`config.mk`:
```
export PLATFORM = sky130hd
export DESIGN_NAME = linked_list_with_free_list_flat
export DESIGN_NICKNAME = d
export VERILOG_FILES = /design/src/rtl/core/llfl_pkg.sv /design/src/rtl/core/llfl_req_if.sv /design/src/rtl/core/llfl_rsp_if.sv /design/src/rtl/core/llfl_datapath.sv /design/src/rtl/core/llfl_ctrl.sv /design/src/rtl/core/linked_list_with_free_list.sv /design/src/flat_wrapper.sv
export SDC_FILE = /design/constraint.sdc
export NUM_CORES = 2
export LEC_CHECK = 0
export ABC_AREA = 1
export CELL_PAD_IN_SITES_DETAIL_PLACEMENT = 0
export CELL_PAD_IN_SITES_GLOBAL_PLACEMENT = 2
export CORE_MARGIN = 2
export CORE_UTILIZATION = 25
export DETAILED_ROUTE_END_ITERATION = 12
export DONT_BUFFER_PORTS = 1
export GPL_TIMING_DRIVEN = 0
export HOLD_SLACK_MARGIN = 0.15
export PLACE_DENSITY = 0.51
export SETUP_SLACK_MARGIN = 0.02
export SLEW_MARGIN = 20
export SYNTH_ARGS = -nofsm -noshare
export SYNTH_HDL_FRONTEND = slang
export SYNTH_SLANG_ARGS = --single-unit
```
`constraint.sdc`:
```
create_clock -name clk -period 14.4 [get_ports clk]
set_input_delay 2.16 -clock clk [delete_from_list [all_inputs] [get_ports clk]]
set_output_delay 2.16 -clock clk [all_outputs]
set_load 0.05 [all_outputs]
```
`src/rtl/core/llfl_pkg.sv`:
```
package llfl_pkg;

  localparam int OUT_IDX_BITS = 6;

  typedef enum logic [1:0] {
    CMD_ADD    = 2'd0,
    CMD_FIND   = 2'd1,
    CMD_REMOVE = 2'd2,
    CMD_CLEAR  = 2'd3
  } command_t;

  typedef enum logic [1:0] {
    ST_OK        = 2'd0,
    ST_NOT_FOUND = 2'd1,
    ST_NO_SLOT   = 2'd2
  } status_t;

  typedef struct packed {
    logic    load;
    logic    clear;
    logic    add_rd;
    logic    add_take;
    logic    add_link;
    logic    walk_start;
    logic    walk_adv;
    logic    found;
    logic    unlink;
    logic    free_push;
    logic    res_plain;
    status_t res_code;
    logic    emit;
  } ctrl_t;

  typedef struct packed {
    logic head_nil;
    logic free_nil;
    logic key_match;
    logic walk_end;
    logic out_busy;
  } stat_t;

endpackage

```
`src/rtl/core/llfl_req_if.sv`:
```
interface llfl_req_if;
  logic        valid;
  logic        ready;
  logic [1:0]  command;
  logic [31:0] key;

  modport source (output valid, command, key, input ready);
  modport sink (input valid, command, key, output ready);
endinterface

```
`src/rtl/core/llfl_rsp_if.sv`:
```
interface llfl_rsp_if;
  logic       valid;
  logic       ready;
  logic [1:0] status;
  logic       slot_valid;
  logic [5:0] slot_index;
  logic       prev_valid;
  logic [5:0] prev_index;

  modport source (output valid, status, slot_valid, slot_index, prev_valid, prev_index,
                  input ready);
  modport sink (input valid, status, slot_valid, slot_index, prev_valid, prev_index,
                output ready);
endinterface

```
`src/rtl/core/llfl_datapath.sv`:
```
module llfl_datapath #(
  parameter int NODES    = 64,
  parameter int KEY_BITS = 32
) (
  input  logic                          clk,
  input  logic                          rst,
  input  llfl_pkg::ctrl_t               ctl,
  output llfl_pkg::stat_t               stat,
  input  logic [31:0]                   req_key,
  output logic                          rsp_valid,
  input  logic                          rsp_ready,
  output logic [1:0]                    rsp_status,
  output logic                          rsp_slot_valid,
  output logic [llfl_pkg::OUT_IDX_BITS-1:0] rsp_slot_index,
  output logic                          rsp_prev_valid,
  output logic [llfl_pkg::OUT_IDX_BITS-1:0] rsp_prev_index
);
  import llfl_pkg::*;

  localparam int AW = (NODES > 1) ? $clog2(NODES) : 1;
  localparam int IW = $clog2(NODES + 1);

  typedef logic [IW-1:0] idx_t;

  localparam idx_t NIL  = idx_t'(NODES);
  localparam idx_t LAST = idx_t'(NODES - 1);

  idx_t                link_mem [NODES];
  logic [KEY_BITS-1:0] key_mem  [NODES];

  idx_t                head;
  idx_t                tail;
  idx_t                free_head;
  idx_t                hwm;
  idx_t                cur;
  idx_t                prev;
  idx_t                steps;
  logic [KEY_BITS-1:0] key_r;
  idx_t                link_q;
  logic [KEY_BITS-1:0] key_q;
  logic                fresh_q;
  idx_t                fresh_link_q;
  logic [1:0]          res_status;
  idx_t                res_slot;
  idx_t                res_prev;

  logic                rd_en;
  idx_t                rd_addr;
  logic                wr_en;
  idx_t                wr_addr;
  idx_t                wr_data;
  idx_t                link_out;
  logic                list_empty;
  logic [KEY_BITS+31:0] key_wide;

  function automatic logic [OUT_IDX_BITS-1:0] low_idx(idx_t v);
    logic [IW+OUT_IDX_BITS-1:0] w;
    w = {{OUT_IDX_BITS{1'b0}}, v};
    return (v == NIL) ? '0 : w[OUT_IDX_BITS-1:0];
  endfunction

  // slots at or above the fill mark read their link as the next slot (NIL for the last), not from memory
  assign link_out   = fresh_q ? fresh_link_q : link_q;
  assign list_empty = (head == NIL) || (tail == NIL);
  assign key_wide   = {{KEY_BITS{1'b0}}, req_key};

  always_comb begin
    rd_en   = 1'b0;
    rd_addr = free_head;
    if (ctl.add_rd) begin
      rd_en   = 1'b1;
      rd_addr = free_head;
    end else if (ctl.walk_start) begin
      rd_en   = 1'b1;
      rd_addr = head;
    end else if (ctl.walk_adv) begin
      rd_en   = 1'b1;
      rd_addr = link_out;
    end
  end

  always_comb begin
    wr_en   = 1'b0;
    wr_addr = cur;
    wr_data = NIL;
    if (ctl.add_take) begin
      wr_en   = 1'b1;
      wr_addr = cur;
      wr_data = NIL;
    end else if (ctl.add_link && !list_empty) begin
      wr_en   = 1'b1;
      wr_addr = tail;
      wr_data = cur;
    end else if (ctl.unlink && prev != NIL) begin
      wr_en   = 1'b1;
      wr_addr = prev;
      wr_data = link_out;
    end else if (ctl.free_push) begin
      wr_en   = 1'b1;
      wr_addr = cur;
      wr_data = free_head;
    end
  end

  always_ff @(posedge clk) begin
    if (wr_en) begin
      link_mem[wr_addr[AW-1:0]] <= wr_data;
    end
    if (ctl.add_take) begin
      key_mem[cur[AW-1:0]] <= key_r;
    end
    if (rd_en) begin
      link_q       <= link_mem[rd_addr[AW-1:0]];
      key_q        <= key_mem[rd_addr[AW-1:0]];
      fresh_q      <= (rd_addr >= hwm);
      fresh_link_q <= (rd_addr == LAST) ? NIL : rd_addr + idx_t'(1);
    end
  end

  always_ff @(posedge clk) begin
    if (ctl.load) begin
      key_r <= key_wide[KEY_BITS-1:0];
    end
    if (ctl.add_rd) begin
      cur <= free_head;
    end
    if (ctl.walk_start) begin
      cur   <= head;
      prev  <= NIL;
      steps <= idx_t'(1);
    end
    if (ctl.walk_adv) begin
      prev  <= cur;
      cur   <= link_out;
      steps <= steps + idx_t'(1);
    end
    if (ctl.res_plain) begin
      res_status <= ctl.res_code;
      res_slot   <= NIL;
      res_prev   <= NIL;
    end else if (ctl.found) begin
      res_status <= ST_OK;
      res_slot   <= cur;
      res_prev   <= prev;
    end else if (ctl.add_link) begin
      res_status <= ST_OK;
      res_slot   <= cur;
      res_prev   <= list_empty ? NIL : tail;
    end
    if (ctl.emit) begin
      rsp_status     <= res_status;
      rsp_slot_valid <= (res_slot != NIL);
      rsp_slot_index <= low_idx(res_slot);
      rsp_prev_valid <= (res_prev != NIL);
      rsp_prev_index <= low_idx(res_prev);
    end
  end

  always_ff @(posedge clk) begin
    if (rst || ctl.clear) begin
      head      <= NIL;
      tail      <= NIL;
      free_head <= '0;
      hwm       <= '0;
    end else begin
      if (ctl.add_take) begin
        free_head <= link_out;
        if (cur == hwm) begin
          hwm <= hwm + idx_t'(1);
        end
      end
      if (ctl.add_link) begin
        if (list_empty) begin
          head <= cur;
        end
        tail <= cur;
      end
      if (ctl.unlink) begin
        if (prev == NIL) begin
          head <= link_out;
          if (link_out == NIL) begin
            tail <= NIL;
          end
        end else if (cur == tail) begin
          tail <= prev;
        end
      end
      if (ctl.free_push) begin
        free_head <= cur;
      end
    end
  end

  always_ff @(posedge clk) begin
    if (rst) begin
      rsp_valid <= 1'b0;
    end else if (ctl.emit) begin
      rsp_valid <= 1'b1;
    end else if (rsp_ready) begin
      rsp_valid <= 1'b0;
    end
  end

  assign stat.head_nil  = (head == NIL);
  assign stat.free_nil  = (free_head == NIL);
  assign stat.key_match = (key_q == key_r);
  assign stat.walk_end  = (link_out == NIL) || (steps == NIL);
  assign stat.out_busy  = rsp_valid && !rsp_ready;

endmodule

```
`src/rtl/core/llfl_ctrl.sv`:
```
module llfl_ctrl (
  input  logic            clk,
  input  logic            rst,
  input  logic            req_valid,
  output logic            req_ready,
  input  logic [1:0]      req_command,
  input  llfl_pkg::stat_t stat,
  output llfl_pkg::ctrl_t ctl
);
  import llfl_pkg::*;

  typedef enum logic [2:0] {
    S_IDLE,
    S_ADD_RD,
    S_ADD_TAKE,
    S_ADD_LINK,
    S_START,
    S_WALK,
    S_FREE,
    S_EMIT
  } state_t;

  state_t   state;
  state_t   state_next;
  command_t op;
  command_t req_op;

  assign req_op    = command_t'(req_command);
  assign req_ready = (state == S_IDLE);

  always_comb begin
    ctl        = '0;
    ctl.res_code = ST_OK;
    state_next = state;
    unique case (state)
      S_IDLE: begin
        if (req_valid) begin
          ctl.load = 1'b1;
          unique case (req_op)
            CMD_ADD: state_next = S_ADD_RD;
            CMD_FIND, CMD_REMOVE: state_next = S_START;
            CMD_CLEAR: begin
              ctl.clear     = 1'b1;
              ctl.res_plain = 1'b1;
              ctl.res_code  = ST_OK;
              state_next    = S_EMIT;
            end
            default: state_next = S_IDLE;
          endcase
        end
      end
      S_ADD_RD: begin
        if (stat.free_nil) begin
          ctl.res_plain = 1'b1;
          ctl.res_code  = ST_NO_SLOT;
          state_next    = S_EMIT;
        end else begin
          ctl.add_rd = 1'b1;
          state_next = S_ADD_TAKE;
        end
      end
      S_ADD_TAKE: begin
        ctl.add_take = 1'b1;
        state_next   = S_ADD_LINK;
      end
      S_ADD_LINK: begin
        ctl.add_link = 1'b1;
        state_next   = S_EMIT;
      end
      S_START: begin
        if (stat.head_nil) begin
          ctl.res_plain = 1'b1;
          ctl.res_code  = ST_NOT_FOUND;
          state_next    = S_EMIT;
        end else begin
          ctl.walk_start = 1'b1;
          state_next     = S_WALK;
        end
      end
      S_WALK: begin
        if (stat.key_match) begin
          ctl.found = 1'b1;
          if (op == CMD_REMOVE) begin
            ctl.unlink = 1'b1;
            state_next = S_FREE;
          end else begin
            state_next = S_EMIT;
          end
        end else if (stat.walk_end) begin
          ctl.res_plain = 1'b1;
          ctl.res_code  = ST_NOT_FOUND;
          state_next    = S_EMIT;
        end else begin
          ctl.walk_adv = 1'b1;
        end
      end
      S_FREE: begin
        ctl.free_push = 1'b1;
        state_next    = S_EMIT;
      end
      S_EMIT: begin
        if (!stat.out_busy) begin
          ctl.emit   = 1'b1;
          state_next = S_IDLE;
        end
      end
      default: state_next = S_IDLE;
    endcase
  end

  always_ff @(posedge clk) begin
    if (rst) begin
      state <= S_IDLE;
      op    <= CMD_ADD;
    end else begin
      state <= state_next;
      if (state == S_IDLE && req_valid) begin
        op <= req_op;
      end
    end
  end

endmodule

```
`src/rtl/core/linked_list_with_free_list.sv`:
```
// singly linked list of NODES slots with a free list of unused slots
// req channel: command (add, find, remove, clear) and key; one transfer per item
// rsp channel: status, slot and predecessor; exactly one transfer per request
// a request is taken only while the block is idle, one item at a time
// steps from request transfer to result on rsp:
//   add reads, takes and links a free slot, clear goes straight to the result,
//   find walks n list entries and remove also unlinks and frees the slot (n at most NODES)
// the search visits one entry per cycle, set by the single read port of the
// link and key memories
// the result sits in an output register; the next request is taken as soon
// as the result is loaded, and a stalled rsp only holds back the following
// result, which then waits until the register frees
// reset empties the list and puts every slot on the free chain without writing memory:
// a fill mark stands in for the untouched part of the chain, so no clearing
// pass is needed; clear does the same and keeps stored keys
module linked_list_with_free_list #(
  parameter int NODES    = 64,
  parameter int KEY_BITS = 32
) (
  input  logic             clk,
  input  logic             rst,
  llfl_req_if.sink         req,
  llfl_rsp_if.source       rsp
);
  import llfl_pkg::*;

  ctrl_t ctl;
  stat_t stat;

  llfl_ctrl u_ctrl (
    .clk         (clk),
    .rst         (rst),
    .req_valid   (req.valid),
    .req_ready   (req.ready),
    .req_command (req.command),
    .stat        (stat),
    .ctl         (ctl)
  );

  llfl_datapath #(
    .NODES    (NODES),
    .KEY_BITS (KEY_BITS)
  ) u_datapath (
    .clk            (clk),
    .rst            (rst),
    .ctl            (ctl),
    .stat           (stat),
    .req_key        (req.key),
    .rsp_valid      (rsp.valid),
    .rsp_ready      (rsp.ready),
    .rsp_status     (rsp.status),
    .rsp_slot_valid (rsp.slot_valid),
    .rsp_slot_index (rsp.slot_index),
    .rsp_prev_valid (rsp.prev_valid),
    .rsp_prev_index (rsp.prev_index)
  );

endmodule
```
`src/flat_wrapper.sv`:
```
// flat-port wrapper written by rule: the top's interface ports become plain ports
module linked_list_with_free_list_flat import llfl_pkg::*;
#(
  parameter int NODES    = 64,
  parameter int KEY_BITS = 32
)
  (clk, rst, req_valid, req_command, req_key, req_ready, rsp_valid, rsp_status, rsp_slot_valid, rsp_slot_index, rsp_prev_valid, rsp_prev_index, rsp_ready);
  llfl_req_if req_i ();
  llfl_rsp_if rsp_i ();
  input  logic clk;
  input  logic rst;
  input wire logic [$bits(req_i.valid)-1:0] req_valid;
  input wire logic [$bits(req_i.command)-1:0] req_command;
  input wire logic [$bits(req_i.key)-1:0] req_key;
  output wire logic [$bits(req_i.ready)-1:0] req_ready;
  output wire logic [$bits(rsp_i.valid)-1:0] rsp_valid;
  output wire logic [$bits(rsp_i.status)-1:0] rsp_status;
  output wire logic [$bits(rsp_i.slot_valid)-1:0] rsp_slot_valid;
  output wire logic [$bits(rsp_i.slot_index)-1:0] rsp_slot_index;
  output wire logic [$bits(rsp_i.prev_valid)-1:0] rsp_prev_valid;
  output wire logic [$bits(rsp_i.prev_index)-1:0] rsp_prev_index;
  input wire logic [$bits(rsp_i.ready)-1:0] rsp_ready;
  assign req_i.valid = req_valid;
  assign req_i.command = req_command;
  assign req_i.key = req_key;
  assign req_ready = req_i.ready;
  assign rsp_valid = rsp_i.valid;
  assign rsp_status = rsp_i.status;
  assign rsp_slot_valid = rsp_i.slot_valid;
  assign rsp_slot_index = rsp_i.slot_index;
  assign rsp_prev_valid = rsp_i.prev_valid;
  assign rsp_prev_index = rsp_i.prev_index;
  assign rsp_i.ready = rsp_ready;
  linked_list_with_free_list #(.NODES(NODES), .KEY_BITS(KEY_BITS)) u_core (.clk(clk), .rst(rst), .req(req_i), .rsp(rsp_i));
endmodule
```
== Word level (Yosys, flattened, before mapping) ==
Memories as Yosys holds them, arrays and structs flattened. A register that Yosys moved wholly into a read port is not among the register bits.
Index checks and enable logic that the tools add are counted.
Storage, ports and cells
  register bits after elaboration: 127
  memory bits (writable): 2496
  input port bits: 38
  word-level logic and storage cells: 160
  memories kept: 2
Memories
  u_core.u_datapath.key_mem: words 64, bits a word 32, rd ports 1, clocked after memory_dff 1, wr ports 1, RTL line llfl_datapath.sv:29  | logic [KEY_BITS-1:0] key_mem [NODES];
  u_core.u_datapath.link_mem: words 64, bits a word 7, rd ports 1, clocked after memory_dff 1, wr ports 1, RTL line llfl_datapath.sv:28  | idx_t link_mem [NODES];
Operators by class
  add/sub/neg operators: 3
  $lt $le $gt $ge: 1
  equality and inequality tests: 29
  muxes and demuxes: 83
  reductions and logical operators: 21
Operator list (count)
  $mux 7: 31
  $eq 7x7->1 const B: 8
  $mux 3: 12
  $eq 32x32->1: 1
  $mux 1: 27
  $add 7x1->7 const B: 3
  $ne 7x7->1 const B: 3
  $pmux 3 s7: 1
  $mux 6: 3
  $eq 7x7->1: 2
  $mux 2: 7
  $eq 3x3->1 const B: 4
  $pmux 3 s4: 1
  $pmux 3 s3: 1
  $reduce_bool 2->1: 4
  $eq 7x6->1 const B: 1
  $ge 7x7->1: 1
  $eq 2x2->1 const B: 3
  $eq 3x2->1 const B: 2
  $reduce_bool 3->1: 2
  $logic_and 1x1->1: 4
  $ne 2x2->1 const B: 2
  $reduce_or 2->1: 2
  $eq 3x1->1 const B: 1
  8 further kinds: 11

== Depth between registers and ports, before layout ==
  word-level depth: 12
  gate-level depth with buffers: 23
  gate-level depth less buffers: 21

== By module ==
From an unflattened synthesis, not the netlist that was laid out.
Second synthesis, totals
  cell total of the unflattened synthesis: 10800
  area, all modules: 117804.2 um^2
Modules (own cells, without submodules)
  llfl_datapath: times used 1, cells an instance 10722, area each 117298.7 um^2, seq. area each 79356.1 um^2
  llfl_ctrl: times used 1, cells an instance 78, area each 505.5 um^2, seq. area each 100.1 um^2

== Worst setup path after synthesis ==
No wires, ideal clock.
  kind: input-to-reg
  from: input req_valid
  to: register u_core.u_datapath.free_head[1]
  data arrival time: 4.673 ns
  data required time: 14.272 ns
  slack: 9.599 ns
  cell stages on the path: 7
  path buffers: 2
  cell sequence: inv_1 > nor2_1 > inv_1 > o21ai_0 > clkbuf_1 > clkbuf_1 > nor2_1
On the way
  cells in the longest elaborated chain, start to end: 3
Ends and longest elaborated chain
  start: declaration: RTL line flat_wrapper.sv:12  | input wire logic [$bits(req_i.valid)-1:0] req_valid;
  $mux 2: RTL line llfl_ctrl.sv:37  | if (req_valid) begin
  $mux 2: RTL line llfl_ctrl.sv:35  | unique case (state)
  $logic_or 1x1->1: RTL line llfl_datapath.sv:160  | if (rst || ctl.clear) begin
  end signal: assignment: RTL line llfl_datapath.sv:167  | free_head <= link_out;
  end signal: assignment: RTL line llfl_datapath.sv:189  | free_head <= cur;
  end: declaration: RTL line llfl_datapath.sv:33  | idx_t free_head;
Every way passes these cells.
A chain may end at the register's enable or synchronous reset.

== Final worst setup path ==
  from: register u_core.u_datapath.key_r[16]
  to: memory u_core.u_datapath.link_mem[48][4] (netlist bit) (enable)
On the way
  cells in the longest elaborated chain, start to end: 9
Ends and longest elaborated chain
  start: declaration: RTL line llfl_datapath.sv:38  | logic [KEY_BITS-1:0] key_r;
  start signal: assignment: RTL line llfl_datapath.sv:122  | key_r <= key_wide[KEY_BITS-1:0];
  $eq 32x32->1 *: RTL line llfl_datapath.sv:206  | assign stat.key_match = (key_q == key_r);
  $mux 2 *: RTL line llfl_ctrl.sv:81  | if (stat.key_match) begin
  $mux 3 *: RTL line llfl_ctrl.sv:35
  $logic_and 1x1->1 *: RTL line llfl_datapath.sv:94  | end else if (ctl.unlink && prev != NIL) begin
  $mux 1: RTL line llfl_datapath.sv:94
  $mux 1: RTL line llfl_datapath.sv:90  | end else if (ctl.add_link && !list_empty) begin
  $mux 1: RTL line llfl_datapath.sv:86  | if (ctl.add_take) begin
  $mux 1: RTL line llfl_datapath.sv:106  | if (wr_en) begin
  $mux 1 (implied by the code): RTL line llfl_datapath.sv:107  | link_mem[wr_addr[AW-1:0]] <= wr_data;
  end: declaration: RTL line llfl_datapath.sv:28
Mark *: on every way between the ends. The rest lies on a longest branch, timed or not.

==> run summary <==
The minimum clock period after layout came out at 7.25 ns. TritonCTS built the clock tree. After clock tree synthesis, the clock-pin slew on the worst setup and hold paths is 0.06 ns.

The first detailed-routing pass ran for 6 iterations. In the post-synthesis netlist, the biggest area contributors are sky130_fd_sc_hd__edfxtp_1 67%, sky130_fd_sc_hd__nand3_1 11%, sky130_fd_sc_hd__nand2_1 6.2%. The share of power burned in combinational logic was 39.3%; the post-route worst hold slack was 0.429 ns. The worst hold path class was flop to flop. STA puts the critical path data required time at 14.96 ns. Max capacitance violation total: 0. After routing, the total negative slack on setup checks comes to 0 ns.

Synthesis instantiated 45 different standard cells from the library. The path type of the worst setup path was flop to flop. The mean instance size in the synthesized netlist works out to 10.9 µm². For this run, design rule violations remaining after detail routing come to 0. The count of nets left with antenna violations once routing finished came out at 0. The run gives 7.81 ns as the data arrival time of the critical path. Of the total power, the share spent switching nets is 42.6%. STA classifies the critical path startpoint as a flop. The synthesized design contains 2,662 register bits.

Of the total power, the clock network draws 28.0%. The total power divided by cell area is 201 nW/µm². The number of buffers added to fix hold violations after cts was 0. The logs give 32.7% for the register share of total power and 475,000 µm² for the die footprint.

CTS placed an instance of sky130_fd_sc_hd__clkbuf_16 at the clock tree root. Based on the critical path, the design can be clocked at up to 0.138 GHz. The number of placed I/O pins is 56. The cell accounting for the most synthesized area was sky130_fd_sc_hd__edfxtp_1. Input and output buffers added on the ports amount to 0. The run finished with clean final reports. The proportion of register bits with asynchronous set or reset after synthesis is 0%, and the total power is 28.7 mW. The via count of the first global-routing pass was 81,000; the number of setup violations in the final report was 0. No sink is reached through more buffers than the 4 on the longest clock path.

The area share of the largest cell type after synthesis is 66.8%, and the sequential fraction of the synthesis area is 67.6%. The later pin in the worst-skew pair is clocked with a latency of 0.97 ns. The maximum level of the CTS H-tree is 5, and the maximum number of pins on one net before global-route repair is 51. In the finished design, the share of the clock period the worst path needs comes to 50.4%. Post-cts sizing count: 0. Setup repair after global routing left no endpoint under its margin. The detailed-route wire length per cell came out at 29.5 µm. STA classifies the critical path endpoint as a flop. The tools report the final count of pins violating max slew as 0. OpenSTA, run right after detailed placement, puts the worst setup slack at 7.31 ns.

The congestion estimate from routability-driven global placement came to 0.874. The die is 690 µm wide. Wires add up to 528,000 µm. The first global-routing pass estimated 706,000 µm of wire. Filler cell count in the final layout: 47,800. Compared with the post-synthesis result, the final layout area differs by 21.5%. Worst setup margin: 7.15 ns. The run gives 41 as the number of antenna violations at the first check in global routing. The analysis attributes to cell leakage a power of 54.1 nW. In this run the standard cell core region covers 468,000 µm². The worst-case IR drop observed on VDD is 0.108 mV. The run gives 11,400 as the count of nets after finishing. After floorplanning, the core was divided into 251 placement rows. The placed instances occupy a cell area of 133,000 µm². When the netlist entered floorplanning its net count stood at 10,800. The die height was 690 µm; the half-perimeter wire length of the detailed placement result was 399,000 µm. Once layout is done, the placed cells without fillers occupy 143,000 µm². In this run, synthesis inferred 2,614 flip-flops with an integrated enable. The clock sink count was 2,662.

Global routing finished with a remaining overflow of 0. The post-route netlist has 12.3% of its cells at a drive strength greater than 1. The detailed router finished its first iteration with 7,718 violations. The logs give 12.2 mW for the total net switching power and 322 for the number of buffers added by the clock tree synthesis step. The total global routing track utilization came out at 21.7%.

The routed via count divided by cell count was 4.65. For the total setup buffers inserted after CTS, the log shows 0. In the post-synthesis netlist, the cell with the most instances is sky130_fd_sc_hd__edfxtp_1. The initial utilization of the core area, before any placement, comes to 25.1%.

The worst pin sits at a relative slew slack of 18.4%. The cell count after synthesis came out at 10,700. The logs give 0 for the hold violation total from the final report and 83,000 for the vias after detailed routing.

Across the routed clock network, the largest skew measured is 0.0427 ns. The internal portion of the total power is 16.5 mW. By count the netlist is led by 2,614 x sky130_fd_sc_hd__edfxtp_1, 2,578 x sky130_fd_sc_hd__nand3_1, 1,944 x sky130_fd_sc_hd__nand2_1. Yosys printed 0 warnings. The mapped netlist covers 117,000 µm².

The commonest register cell after synthesis was sky130_fd_sc_hd__edfxtp_1. The peak fanout along the critical path is 10, and the worst-margin pin slew is 1.22 ns.
==> area by class of cell <==
cell class                 count  area, µm²  area share, %
antenna                       19       47.5         0.0333
buffer                       688       3340           2.34
clock buffer                 403       8620           6.04
clock inverter               170       1440           1.01
inverter                    1582       5940           4.16
multi-input combinational   5798      29400           20.6
sequential                  2662      79500           55.7
tap                         6198       7750           5.43
timing repair buffer         342       6690           4.69
==> layout by cell type, fill, tap and decap left out, types with 57 or more instances in the layout <==
master and n:
sky130_fd_sc_hd__clkbuf_16 334, sky130_fd_sc_hd__buf_8 126, sky130_fd_sc_hd__a21oi_1 57, sky130_fd_sc_hd__nand2_1 1941
sky130_fd_sc_hd__nand3b_1 795, sky130_fd_sc_hd__nor2_1 153, sky130_fd_sc_hd__edfxtp_1 2614, sky130_fd_sc_hd__buf_12 75
sky130_fd_sc_hd__buf_16 110, sky130_fd_sc_hd__clkinv_1 86, sky130_fd_sc_hd__nor2_4 63, sky130_fd_sc_hd__buf_2 503
sky130_fd_sc_hd__nand3_1 2574, sky130_fd_sc_hd__inv_1 1567, sky130_fd_sc_hd__clkbuf_1 199
==> power by group through the flow <==
stage	sequential, mW	clock (mW)	combinational (mW)
2_1_floorplan	9.68	0	4.90
3_3_place_gp	10.4	0	10.0
3_5_place_dp	9.55	0	11.4
4_1_cts	9.39	8.25	11.4
5_1_grt	9.41	8.51	11.9
6_report	9.39	8.06	11.3
==> path summary, 6_finish.rpt <==
path	slack (ns)	cells past startpoint	startpoint	end
max	7.15	17	u_core.u_datapath.key_r[16]$_DFFE_PP_	u_core.u_datapath.link_mem[48][4]$_DFFE_PP_
max reg2reg	7.15	17	u_core.u_datapath.key_r[16]$_DFFE_PP_	u_core.u_datapath.link_mem[48][4]$_DFFE_PP_
min reg2reg	0.43	0	u_core.u_datapath.res_status[1]$_SDFFCE_PN0P_	u_core.u_datapath.rsp_status[1]$_DFFE_PP_
min	0.43	0	u_core.u_datapath.res_status[1]$_SDFFCE_PN0P_	u_core.u_datapath.rsp_status[1]$_DFFE_PP_
==> state kept, by name, summed over array words and instances, names as in the netlist, 32 cells and up <==
signal,count
u_core.u_datapath.key_q,32
u_core.u_datapath.key_mem,2048
u_core.u_datapath.key_r,32
u_core.u_datapath.link_mem,448
==> per-layer routing <==
| metal | GRT usage [%] | part of all wire (%) | vias to the layer above |
|---|---|---|---|
| li1 | - | - | 38100 |
| met1 | 28.6 | 43 | 42100 |
| met2 | 36.9 | 48 | 2238 |
| met3 | 2.50 | 4.4 | 598 |
| met4 | 7.64 | 4.0 | 2 |
| met5 | 0 | 0.0025 | - |
==> worst max-delay path, cell delays in order (launching register included) <==
cell and delay, ns:
sky130_fd_sc_hd__edfxtp_1 0.84, sky130_fd_sc_hd__buf_16 0.23, sky130_fd_sc_hd__buf_16 0.18, sky130_fd_sc_hd__xnor2_1 0.13
sky130_fd_sc_hd__nand2_1 0.08, sky130_fd_sc_hd__nor2_1 0.09, sky130_fd_sc_hd__nand2_1 0.05, sky130_fd_sc_hd__nor2_1 0.54
sky130_fd_sc_hd__nand3_1 0.40, sky130_fd_sc_hd__nor3_1 0.31, sky130_fd_sc_hd__nand2_1 0.31, sky130_fd_sc_hd__nand2_1 0.13
sky130_fd_sc_hd__nand2_1 0.06, sky130_fd_sc_hd__a21oi_1 0.92, sky130_fd_sc_hd__inv_1 0.19, sky130_fd_sc_hd__nor2_1 0.27
sky130_fd_sc_hd__nand3_1 0.87, sky130_fd_sc_hd__nor2_1 1.20
==> cell families after synthesis <==
kind of cell	Yosys count	share of synthesized area (%)
compound gates	141	0.704
xor+xnor	37	0.276
fa+ha+maj	14	0.149
buf+inv	2270	7.89
flops	2662	67.6
simple gates	5606	23.4
==> through the flow <==
stage	std cells	util (%)
3_5_place_dp	17300	28.4
5_1_grt	17800	30.5
3_3_place_gp	16900	26.8
6_report	17900	30.5
2_1_floorplan	10700	-
4_1_cts	17800	30.5
(Power assumes the default switching activity.)
